[src/hw/rtl/srp_pkg.sv]
// Shared types, constants and helpers for the S-record S1/S9 parser.
package srp_pkg;

   localparam int unsigned ADDR_BITS = 16;
   localparam int unsigned SIZE_BITS = ADDR_BITS + 1;
   localparam int unsigned CHAR_BITS = 8;
   localparam int unsigned KIND_BITS = 3;
   localparam int unsigned RECORDS_BITS = 16;
   localparam int unsigned BYTES_BITS = 24;

   localparam logic [SIZE_BITS-1:0] IMAGE_SIZE_RESET = SIZE_BITS'(8192);

   // Characters that steer the parser.
   localparam logic [CHAR_BITS-1:0] CHAR_S = 8'h53;
   localparam logic [CHAR_BITS-1:0] CHAR_TYPE_DATA = 8'h31;
   localparam logic [CHAR_BITS-1:0] CHAR_TYPE_END = 8'h39;
   localparam logic [CHAR_BITS-1:0] CHAR_ZERO = 8'h30;
   localparam logic [CHAR_BITS-1:0] CHAR_NINE = 8'h39;
   localparam logic [CHAR_BITS-1:0] CHAR_UPPER_A = 8'h41;
   localparam logic [CHAR_BITS-1:0] CHAR_UPPER_F = 8'h46;
   localparam logic [CHAR_BITS-1:0] HEX_ALPHA_OFFSET = CHAR_UPPER_A - 8'd10;

   // Overhead bytes in the count field: two address bytes and the checksum.
   localparam logic [7:0] COUNT_OVERHEAD = 8'd3;

   typedef enum logic [KIND_BITS-1:0] {
      KIND_WRITE     = 3'd0,
      KIND_DONE      = 3'd1,
      KIND_BAD_TYPE  = 3'd2,
      KIND_NOT_HEX   = 3'd3,
      KIND_SMALL_CNT = 3'd4
   } kind_type;

   typedef struct packed {
      logic                    valid;
      kind_type                kind;
      logic [ADDR_BITS-1:0]    write_address;
      logic [7:0]              write_data;
      logic                    beyond_size;
      logic [RECORDS_BITS-1:0] records_seen;
      logic [BYTES_BITS-1:0]   bytes_written;
   } result_type;

   typedef struct packed {
      logic       ok;
      logic [3:0] nibble;
   } hex_type;

   // Uppercase hex only; lowercase letters are not digits here.
   function automatic hex_type hex_decode(input logic [CHAR_BITS-1:0] c);
      hex_type      h;
      logic [7:0]   diff;
      h    = '0;
      diff = '0;
      if (c >= CHAR_ZERO && c <= CHAR_NINE) begin
         diff     = c - CHAR_ZERO;
         h.ok     = 1'b1;
         h.nibble = diff[3:0];
      end else if (c >= CHAR_UPPER_A && c <= CHAR_UPPER_F) begin
         diff     = c - HEX_ALPHA_OFFSET;
         h.ok     = 1'b1;
         h.nibble = diff[3:0];
      end
      return h;
   endfunction

endpackage

[src/hw/rtl/srp_channels.sv]
// Valid/ready channel interfaces for the parser's character input and results.
interface srp_req_if;
   logic                          valid;
   logic                          ready;
   logic [srp_pkg::CHAR_BITS-1:0] in_char;

   modport source (output valid, output in_char, input ready);
   modport sink (input valid, input in_char, output ready);
endinterface

interface srp_rsp_if;
   logic                             valid;
   logic                             ready;
   logic [srp_pkg::KIND_BITS-1:0]    kind;
   logic [srp_pkg::ADDR_BITS-1:0]    write_address;
   logic [7:0]                       write_data;
   logic                             beyond_size;
   logic [srp_pkg::RECORDS_BITS-1:0] records_seen;
   logic [srp_pkg::BYTES_BITS-1:0]   bytes_written;

   modport source (output valid, output kind, output write_address, output write_data,
                   output beyond_size, output records_seen, output bytes_written,
                   input ready);
   modport sink (input valid, input kind, input write_address, input write_data,
                 input beyond_size, input records_seen, input bytes_written,
                 output ready);
endinterface

[src/hw/rtl/srecord_s1_parser.sv]
// Top level of the S1/S9 S-record parser: input word register, parser, result register.
//
// The parser takes one ASCII character per word on the req channel and
// gives at most one result word on the rsp channel: a write of one data
// byte with its address, a done on an S9 record, or an error (illegal
// record type, non-hex digit, count below three). After done or an error
// other than a short count the block halts and drops every further word
// until reset. One word is accepted in every cycle while results are
// taken. The accepted word is registered first; the parser then makes
// the whole state update for it in one step and loads its result into
// the result register, unless a full result register that is not
// being emptied holds the word back.
// A stalled rsp side holds one result in the output register and one
// character in the input register before req_chan.ready drops. The
// image_size register is written through csr_write_en and
// csr_write_data; it resets to 8192 and should only be changed while no
// word is in flight.
module srecord_s1_parser (
   input  logic                          clock,
   input  logic                          reset,
   srp_req_if.sink                       req_chan,
   srp_rsp_if.source                     rsp_chan,
   input  logic                          csr_write_en,
   input  logic [srp_pkg::SIZE_BITS-1:0] csr_write_data
);

   // Input word register.
   logic                          in_valid_ff, in_valid_in;
   logic [srp_pkg::CHAR_BITS-1:0] in_char_ff;

   // Result register.
   logic                          out_valid_ff, out_valid_in;
   srp_pkg::result_type           out_data_ff;

   logic [srp_pkg::SIZE_BITS-1:0] image_size_ff;

   srp_pkg::result_type           result;
   logic                          advance;
   logic                          req_take;

   // The parser consumes the held character when the result register is
   // free or is being emptied in this same cycle.
   assign advance  = in_valid_ff && (!out_valid_ff || rsp_chan.ready);
   assign req_chan.ready = !in_valid_ff || advance;
   assign req_take = req_chan.valid && req_chan.ready;

   always_comb begin
      in_valid_in = in_valid_ff;
      if (req_take) begin
         in_valid_in = 1'b1;
      end else if (advance) begin
         in_valid_in = 1'b0;
      end

      out_valid_in = out_valid_ff;
      if (advance) begin
         out_valid_in = result.valid;
      end else if (rsp_chan.ready) begin
         out_valid_in = 1'b0;
      end
   end

   srp_parse_core u_core (
      .clock      (clock),
      .reset      (reset),
      .step       (advance),
      .in_char    (in_char_ff),
      .image_size (image_size_ff),
      .result     (result)
   );

   always_ff @(posedge clock) begin
      if (reset) begin
         in_valid_ff   <= 1'b0;
         out_valid_ff  <= 1'b0;
         image_size_ff <= srp_pkg::IMAGE_SIZE_RESET;
      end else begin
         in_valid_ff  <= in_valid_in;
         out_valid_ff <= out_valid_in;
         if (csr_write_en) image_size_ff <= csr_write_data;
      end
   end

   // Payload registers carry no reset.
   always_ff @(posedge clock) begin
      if (req_take) in_char_ff <= req_chan.in_char;
      if (advance && result.valid) out_data_ff <= result;
   end

   assign rsp_chan.valid         = out_valid_ff;
   assign rsp_chan.kind          = out_data_ff.kind;
   assign rsp_chan.write_address = out_data_ff.write_address;
   assign rsp_chan.write_data    = out_data_ff.write_data;
   assign rsp_chan.beyond_size   = out_data_ff.beyond_size;
   assign rsp_chan.records_seen  = out_data_ff.records_seen;
   assign rsp_chan.bytes_written = out_data_ff.bytes_written;

endmodule

[src/hw/rtl/srp_parse_core.sv]
// Record parsing state machine: one character per step, at most one result.
module srp_parse_core (
   input  logic                              clock,
   input  logic                              reset,
   input  logic                              step,
   input  logic [srp_pkg::CHAR_BITS-1:0]     in_char,
   input  logic [srp_pkg::SIZE_BITS-1:0]     image_size,
   output srp_pkg::result_type               result
);

   typedef enum logic [3:0] {
      PH_HUNT, PH_TYPE, PH_CNT_HI, PH_CNT_LO,
      PH_ADDR0, PH_ADDR1, PH_ADDR2, PH_ADDR3,
      PH_DATA_HI, PH_DATA_LO, PH_CK1, PH_CK2, PH_HALT
   } phase_type;

   phase_type                           phase_ff, phase_in;
   logic [7:0]                          bytes_left_ff, bytes_left_in;
   logic [srp_pkg::ADDR_BITS-1:0]       cur_address_ff, cur_address_in;
   logic [3:0]                          high_nibble_ff, high_nibble_in;
   logic                                warn_flag_ff, warn_flag_in;
   logic [srp_pkg::RECORDS_BITS-1:0]    record_count_ff, record_count_in;
   logic [srp_pkg::BYTES_BITS-1:0]      byte_count_ff, byte_count_in;

   srp_pkg::hex_type                    hex;
   logic                                hex_phase;
   logic [7:0]                          count_value;
   logic [7:0]                          bytes_left_dec;
   logic [srp_pkg::ADDR_BITS-1:0]       addr_full;

   always_comb begin
      hex            = srp_pkg::hex_decode(in_char);
      hex_phase      = (phase_ff == PH_CNT_HI) || (phase_ff == PH_CNT_LO) ||
                       (phase_ff == PH_ADDR0) || (phase_ff == PH_ADDR1) ||
                       (phase_ff == PH_ADDR2) || (phase_ff == PH_ADDR3) ||
                       (phase_ff == PH_DATA_HI) || (phase_ff == PH_DATA_LO);
      count_value    = {high_nibble_ff, hex.nibble};
      bytes_left_dec = bytes_left_ff - 8'd1;
      addr_full      = {cur_address_ff[srp_pkg::ADDR_BITS-5:0], hex.nibble};

      phase_in        = phase_ff;
      bytes_left_in   = bytes_left_ff;
      cur_address_in  = cur_address_ff;
      high_nibble_in  = high_nibble_ff;
      warn_flag_in    = warn_flag_ff;
      record_count_in = record_count_ff;
      byte_count_in   = byte_count_ff;

      result               = '0;
      result.kind          = srp_pkg::KIND_WRITE;

      if (hex_phase && !hex.ok) begin
         phase_in    = PH_HALT;
         result.valid = 1'b1;
         result.kind  = srp_pkg::KIND_NOT_HEX;
      end else begin
         unique case (phase_ff)
            PH_HUNT: begin
               if (in_char == srp_pkg::CHAR_S) phase_in = PH_TYPE;
            end
            PH_TYPE: begin
               if (in_char == srp_pkg::CHAR_TYPE_END) begin
                  phase_in     = PH_HALT;
                  result.valid = 1'b1;
                  result.kind  = srp_pkg::KIND_DONE;
               end else if (in_char != srp_pkg::CHAR_TYPE_DATA) begin
                  phase_in     = PH_HALT;
                  result.valid = 1'b1;
                  result.kind  = srp_pkg::KIND_BAD_TYPE;
               end else begin
                  phase_in = PH_CNT_HI;
               end
            end
            PH_CNT_HI: begin
               high_nibble_in = hex.nibble;
               phase_in       = PH_CNT_LO;
            end
            PH_CNT_LO: begin
               phase_in = PH_ADDR0;
               if (count_value < srp_pkg::COUNT_OVERHEAD) begin
                  // Too short for an address and checksum; parse on with no data bytes.
                  bytes_left_in = '0;
                  result.valid  = 1'b1;
                  result.kind   = srp_pkg::KIND_SMALL_CNT;
               end else begin
                  bytes_left_in = count_value - srp_pkg::COUNT_OVERHEAD;
               end
            end
            PH_ADDR0: begin
               cur_address_in = {{(srp_pkg::ADDR_BITS-4){1'b0}}, hex.nibble};
               phase_in       = PH_ADDR1;
            end
            PH_ADDR1: begin
               cur_address_in = addr_full;
               phase_in       = PH_ADDR2;
            end
            PH_ADDR2: begin
               cur_address_in = addr_full;
               phase_in       = PH_ADDR3;
            end
            PH_ADDR3: begin
               cur_address_in = addr_full;
               warn_flag_in   = ({1'b0, addr_full} > image_size);
               phase_in       = (bytes_left_ff == '0) ? PH_CK1 : PH_DATA_HI;
            end
            PH_DATA_HI: begin
               high_nibble_in = hex.nibble;
               phase_in       = PH_DATA_LO;
            end
            PH_DATA_LO: begin
               cur_address_in = cur_address_ff + 16'd1;
               if (byte_count_ff != '1) byte_count_in = byte_count_ff + 24'd1;
               bytes_left_in        = bytes_left_dec;
               phase_in             = (bytes_left_dec == '0) ? PH_CK1 : PH_DATA_HI;
               result.valid         = 1'b1;
               result.kind          = srp_pkg::KIND_WRITE;
               result.write_address = cur_address_ff;
               result.write_data    = {high_nibble_ff, hex.nibble};
               result.beyond_size   = warn_flag_ff;
            end
            PH_CK1: begin
               phase_in = PH_CK2;
            end
            PH_CK2: begin
               if (record_count_ff != '1) record_count_in = record_count_ff + 16'd1;
               phase_in = PH_HUNT;
            end
            PH_HALT: begin
               phase_in = PH_HALT;
            end
            default: begin
               phase_in = PH_HALT;
            end
         endcase
      end

      result.records_seen  = record_count_in;
      result.bytes_written = byte_count_in;
   end

   always_ff @(posedge clock) begin
      if (reset) begin
         phase_ff        <= PH_HUNT;
         bytes_left_ff   <= '0;
         cur_address_ff  <= '0;
         high_nibble_ff  <= '0;
         warn_flag_ff    <= 1'b0;
         record_count_ff <= '0;
         byte_count_ff   <= '0;
      end else if (step) begin
         phase_ff        <= phase_in;
         bytes_left_ff   <= bytes_left_in;
         cur_address_ff  <= cur_address_in;
         high_nibble_ff  <= high_nibble_in;
         warn_flag_ff    <= warn_flag_in;
         record_count_ff <= record_count_in;
         byte_count_ff   <= byte_count_in;
      end
   end

endmodule

[src/flat_wrapper.sv]
// flat-port wrapper written by rule: the top's interface ports become plain ports
module srecord_s1_parser_flat 
  (clock, reset, csr_write_en, csr_write_data, req_chan_valid, req_chan_in_char, req_chan_ready, rsp_chan_valid, rsp_chan_kind, rsp_chan_write_address, rsp_chan_write_data, rsp_chan_beyond_size, rsp_chan_records_seen, rsp_chan_bytes_written, rsp_chan_ready);
  srp_req_if req_chan_i ();
  srp_rsp_if rsp_chan_i ();
  input  logic clock;
  input  logic reset;
  input  logic csr_write_en;
  input  logic [srp_pkg::SIZE_BITS-1:0] csr_write_data;
  input wire logic [$bits(req_chan_i.valid)-1:0] req_chan_valid;
  input wire logic [$bits(req_chan_i.in_char)-1:0] req_chan_in_char;
  output wire logic [$bits(req_chan_i.ready)-1:0] req_chan_ready;
  output wire logic [$bits(rsp_chan_i.valid)-1:0] rsp_chan_valid;
  output wire logic [$bits(rsp_chan_i.kind)-1:0] rsp_chan_kind;
  output wire logic [$bits(rsp_chan_i.write_address)-1:0] rsp_chan_write_address;
  output wire logic [$bits(rsp_chan_i.write_data)-1:0] rsp_chan_write_data;
  output wire logic [$bits(rsp_chan_i.beyond_size)-1:0] rsp_chan_beyond_size;
  output wire logic [$bits(rsp_chan_i.records_seen)-1:0] rsp_chan_records_seen;
  output wire logic [$bits(rsp_chan_i.bytes_written)-1:0] rsp_chan_bytes_written;
  input wire logic [$bits(rsp_chan_i.ready)-1:0] rsp_chan_ready;
  assign req_chan_i.valid = req_chan_valid;
  assign req_chan_i.in_char = req_chan_in_char;
  assign req_chan_ready = req_chan_i.ready;
  assign rsp_chan_valid = rsp_chan_i.valid;
  assign rsp_chan_kind = rsp_chan_i.kind;
  assign rsp_chan_write_address = rsp_chan_i.write_address;
  assign rsp_chan_write_data = rsp_chan_i.write_data;
  assign rsp_chan_beyond_size = rsp_chan_i.beyond_size;
  assign rsp_chan_records_seen = rsp_chan_i.records_seen;
  assign rsp_chan_bytes_written = rsp_chan_i.bytes_written;
  assign rsp_chan_i.ready = rsp_chan_ready;
  srecord_s1_parser u_core (.clock(clock), .reset(reset), .req_chan(req_chan_i), .rsp_chan(rsp_chan_i), .csr_write_en(csr_write_en), .csr_write_data(csr_write_data));
endmodule
[config.mk]
export PLATFORM = sky130hd
export DESIGN_NAME = srecord_s1_parser_flat
export DESIGN_NICKNAME = d
export VERILOG_FILES = /design/src/hw/rtl/srp_pkg.sv /design/src/hw/rtl/srp_channels.sv /design/src/hw/rtl/srecord_s1_parser.sv /design/src/hw/rtl/srp_parse_core.sv /design/src/flat_wrapper.sv
export SDC_FILE = /design/constraint.sdc
export NUM_CORES = 1
export LEC_CHECK = 0
export BUFFER_PORTS_ARGS = -buffer_cell sky130_fd_sc_hd__buf_2
export CAP_MARGIN = 40
export CORE_UTILIZATION = 46
export DETAILED_ROUTE_END_ITERATION = 6
export PLACE_DENSITY_LB_ADDON = 0.12
export SLEW_MARGIN = 20
export SYNTH_ARGS = -nofsm -noshare
export SYNTH_HDL_FRONTEND = slang
export SYNTH_SLANG_ARGS = --single-unit
[constraint.sdc]
create_clock -name clock -period 5.5 [get_ports clock]
set_clock_uncertainty 0.2 [all_clocks]
set_input_delay 0.825 -clock clock [delete_from_list [all_inputs] [get_ports clock]]
set_output_delay 0.825 -clock clock [all_outputs]
set_load 0.01 [all_outputs]
==> metrics.md <==
| Metric | Value |
|---|---|
| Status | finished with violations |
| Failing checks | DRC |
| Min-Delay Endpoint | u_core.u_core.warn_flag_ff$_SDFFE_PP0P_ |
| Final Hold Fails | 0 |
| GP Congestion | 0.816 |
| Syn. warnings | 0 |
| Top area cells in the synthesized netlist | edfxtp_1, dfxtp_1, nor2_1 |
| Post-detail-place hpwl | 12800 um |
| DRT Pass-1 Iters | 7 |
| WL/cell | between 15 and 20 um |
| DRC Markers | 8 |
| R2r endpoint | u_core.rsp_chan.bytes_written[4]$_DFFE_PP_ |
| Number of global-route vias before repair | 6305 |
| Part of the power in combinational logic | 3.6% |
| Diodes inserted | 0 |
| Leak | between 3 and 4 nW |
| Primary FF master, synth | dfxtp_1 |
| CP max stage delay | 0.56 ns |
| Worst-skew pair later-pin latency | 0.43 ns |
| Htree depth | 4 |
| Top-level I/O count | 100 |
| Core area | 18100 um2 |
| Sequential fraction of the synthesis area | 47.9% |
| Post-CTS Setup Inserts | 0 |
| Worst Hold Class | reg2reg |
| Clk root buf | clkbuf_16 |
| Critical path type | reg2reg |
| Hold_ws | 0.270 ns |
| Relative slew margins | 50.0% |
| Share of cells above drive strength 1 | between 10% and 20% |
| Asr flop ratio synth | 0% |
| Top-count cell post-synth | nor2_1 |
| Critical-path cell list | inv_1, ha_1, nor2b_1, a211o_4, o21a_1, inv_1, ha_1, nor3_1, nand3_1, o311ai_0, and2_4, buf_12 |
| Crit share post-route | 80.3% |
| DIE HEIGHT | 139 um |
| WP data required | 5.41 ns |
| Yosys reg bits | ~170 |
| Syn nets | 955 |
| WP buf/inv | 3 |
| Reg2reg path depth | 12 |
| Final net count | 1036 |
| Critical Path Slowest Stage Cell | and2_4 |
| Post-CTS Resized | 0 |
| Vias per cell | between 5 and 6 |
| Dpl cells | 1189 |
| Peak supply drop | 206 uV |
| CP top delay family | simple AND/OR/NAND/NOR gates |
| # port buffers | 99 |
| Data arrival, critical path | 4.33 ns |
| RSZ-0062 raised after global routing | no |
| Post-synth top cells | nor2_1, dfxtp_1, edfxtp_1 |
| Congestion Overflow GR | 0 |
| Clk pwr share | 47.6% |
| CP max FO | 38 |
| Reg2reg setup slack | between 1 and 1.5 ns |
| CTS Buffer Depth | 2 |
| Total GRT Usage | between 20% and 30% |
| Routed Antenna Nets | 0 |
| Worst-margin pin slew | 0.749 ns |
| Switching Fraction | 21.6% |
| Switching pwr | 583 uW |
| Avg Cell Area, Syn | 9.58 um2 |
| Initial core utilization | 47.4% |
| Initial DRC count | roughly 420 |
| PwrDens | 271 nW/um2 |
| Post-route design area | 9950 um2 |
| # hold bufs at CTS | 0 |
| Count of cell types in the netlist | 78 |
| Hold depth | 2 |
| Placement Cell Area | 9300 um2 |
| Number of synthesized flops with an enable pin | 76 |
| Post-Layout Cell Count | between 1000 and 1500 |
| Reg clk slew, reported paths | 0.07 ns |
| Element type at the critical path start | register |
| Post-Syn Instances | 898 |
| Max Cap Viol | 0 |
| Num CTS Buffers | 17 |
| Seq pwr share | between 40% and 50% |
| Number of clock sinks | 168 |
| Initial antenna violation count | 0 |
| Chip width | 139 um |
| Yosys top cell area share | 26.5% |
| Syn-to-layout area delta | 15.6% |
| Int Power | about 2.1 mW |
| Synth area leader | edfxtp_1 |
| Slew Limit Fails | 0 |
| FMAX | 0.226 GHz |
| First-pass GRT wire length | 31600 um |
| Largest net degree at the start of global routing | 53 |
| Die area | 19300 um2 |
| Std-Cell Rows | 49 |
| CTS tree | yes |
| Worst hold start | u_core.u_core.warn_flag_ff$_SDFFE_PP0P_ |
| Final wirelength | 18800 um |
| Reg-to-Reg Start | u_core.in_char_ff[1]$_DFFE_PP_ |
| Tmin final | 4.42 ns |
| TNS Setup | 0 ns |
| Final setup violation count | 0 |
| Synth Cell Area | 8610 um2 |
| Routed vias | 6709 |
| Critical path endpoint category | register |
-- area by class of cell --
class,instances,area [um2]
clock buffer,24,558
clock inverter,8,92.6
fill,1650,8200
inverter,32,120
multi-input combinational,652,4180
sequential,168,4120
tap,229,287
timing repair buffer,108,593
-- sequential cells by signal (all words and copies together) (netlist names), 3 cells and up --
register	cells
u_core.rsp_chan.bytes_written	24
u_core.u_core.byte_count_ff	24
u_core.image_size_ff	17
u_core.rsp_chan.records_seen	16
u_core.rsp_chan.write_address	16
u_core.u_core.cur_address_ff	16
u_core.u_core.record_count_ff	16
u_core.in_char_ff	8
u_core.rsp_chan.write_data	8
u_core.u_core.bytes_left_ff	8
u_core.u_core.high_nibble_ff	4
u_core.u_core.phase_ff	4
u_core.rsp_chan.kind	3
-- worst max-delay path by stage --
stage / from / endpoint / slack (ns) / cells past startpoint
after CTS: u_core.in_char_ff[1]$_DFFE_PP_ / u_core.rsp_chan.bytes_written[4]$_DFFE_PP_ / 1.09 / 12
after detailed placement: u_core.in_char_ff[1]$_DFFE_PP_ / u_core.rsp_chan.bytes_written[8]$_DFFE_PP_ / 1.10 / 12
after global placement: u_core.in_char_ff[1]$_DFFE_PP_ / u_core.rsp_chan.bytes_written[8]$_DFFE_PP_ / 1.25 / 11
final: u_core.in_char_ff[1]$_DFFE_PP_ / u_core.rsp_chan.bytes_written[4]$_DFFE_PP_ / 1.08 / 12
after floorplan: u_core.in_char_ff[1]$_DFFE_PP_ / u_core.rsp_chan.beyond_size$_SDFFCE_PP0P_ / 0.67 / 11
after global routing: u_core.in_char_ff[1]$_DFFE_PP_ / u_core.rsp_chan.bytes_written[4]$_DFFE_PP_ / 0.78 / 12
-- metal layers --
metal / vias up / GRT usage [%] / wire length [um]
met4: 0 / 7.13 / 272
met2: 149 / 33.3 / 8680
met1: 3158 / 27.5 / 9190
met5: - / 0 / 0
met3: 21 / 3.11 / 686
li1: 3381 / - / -
-- power groups by stage --
| stage | Clock [mW] | Combinational [mW] | Sequential [mW] |
|---|---|---|---|
| 2_1_floorplan | 0 | 0.0655 | 1.34 |
| 3_3_place_gp | 0 | 0.0933 | 1.35 |
| 3_5_place_dp | 0 | 0.0969 | 1.35 |
| 4_1_cts | 1.31 | 0.0975 | 1.32 |
| 5_1_grt | 1.35 | 0.108 | 1.32 |
| 6_report | 1.28 | 0.0964 | 1.32 |
-- layout by cell type (no fill, tap or decap), types with 5 or more instances in the layout --
master / count
inv_1: 30
xnor2_1: 42
nor4_1: 10
a31oi_1: 10
nand2b_1: 8
or3_1: 6
ha_1: 27
xor2_1: 30
and3_1: 36
and2_1: 10
nor3_1: 29
o21ai_0: 27
a21oi_1: 44
buf_2: 100
buf_4: 6
nand2_1: 67
nor3_2: 5
and4_1: 5
nand3_1: 35
nor2_1: 131
nand4_1: 15
edfxtp_1: 76
mux2i_1: 18
dfxtp_1: 92
clkbuf_16: 22
a211oi_1: 11
-- worst register-to-register path, cell delays in order, from the launching register on --
cell and delay [ns]:
edfxtp_1 0.46, inv_1 0.18, ha_1 0.18, nor2b_1 0.28, a211o_4 0.25, o21a_1 0.25, inv_1 0.13, ha_1 0.26
nor3_1 0.36, nand3_1 0.17, o311ai_0 0.52, and2_4 0.56, buf_12 0.29
-- stage by stage --
| stage | util [%] | total power, mW | setup slack, ns |
|---|---|---|---|
| after floorplan | - | 1.41 | 0.675 |
| after global placement | 50.9 | 1.44 | 1.25 |
| after detailed placement | 51.3 | 1.44 | 1.10 |
| after CTS | 54.8 | 2.73 | 1.09 |
| after global routing | 54.8 | 2.78 | 0.785 |
| final | 54.8 | 2.70 | 1.08 |
-- kinds of logic (layout without fill, tap and decap cells) --
logic type	count (synthesis)	count (layout)	synth area share, %
XOR/XNOR	72	72	7.33
adder cells (fa/ha/maj)	27	27	3.93
flip-flops	168	168	47.9
AO/OA/AOI/OAI	143	143	11.4
AND/OR/NAND/NOR	387	387	22.9
buffers and inverters	78	172	3.71
multiplexers	23	23	2.79
Note: power is estimated with default switching activity, not from simulation.
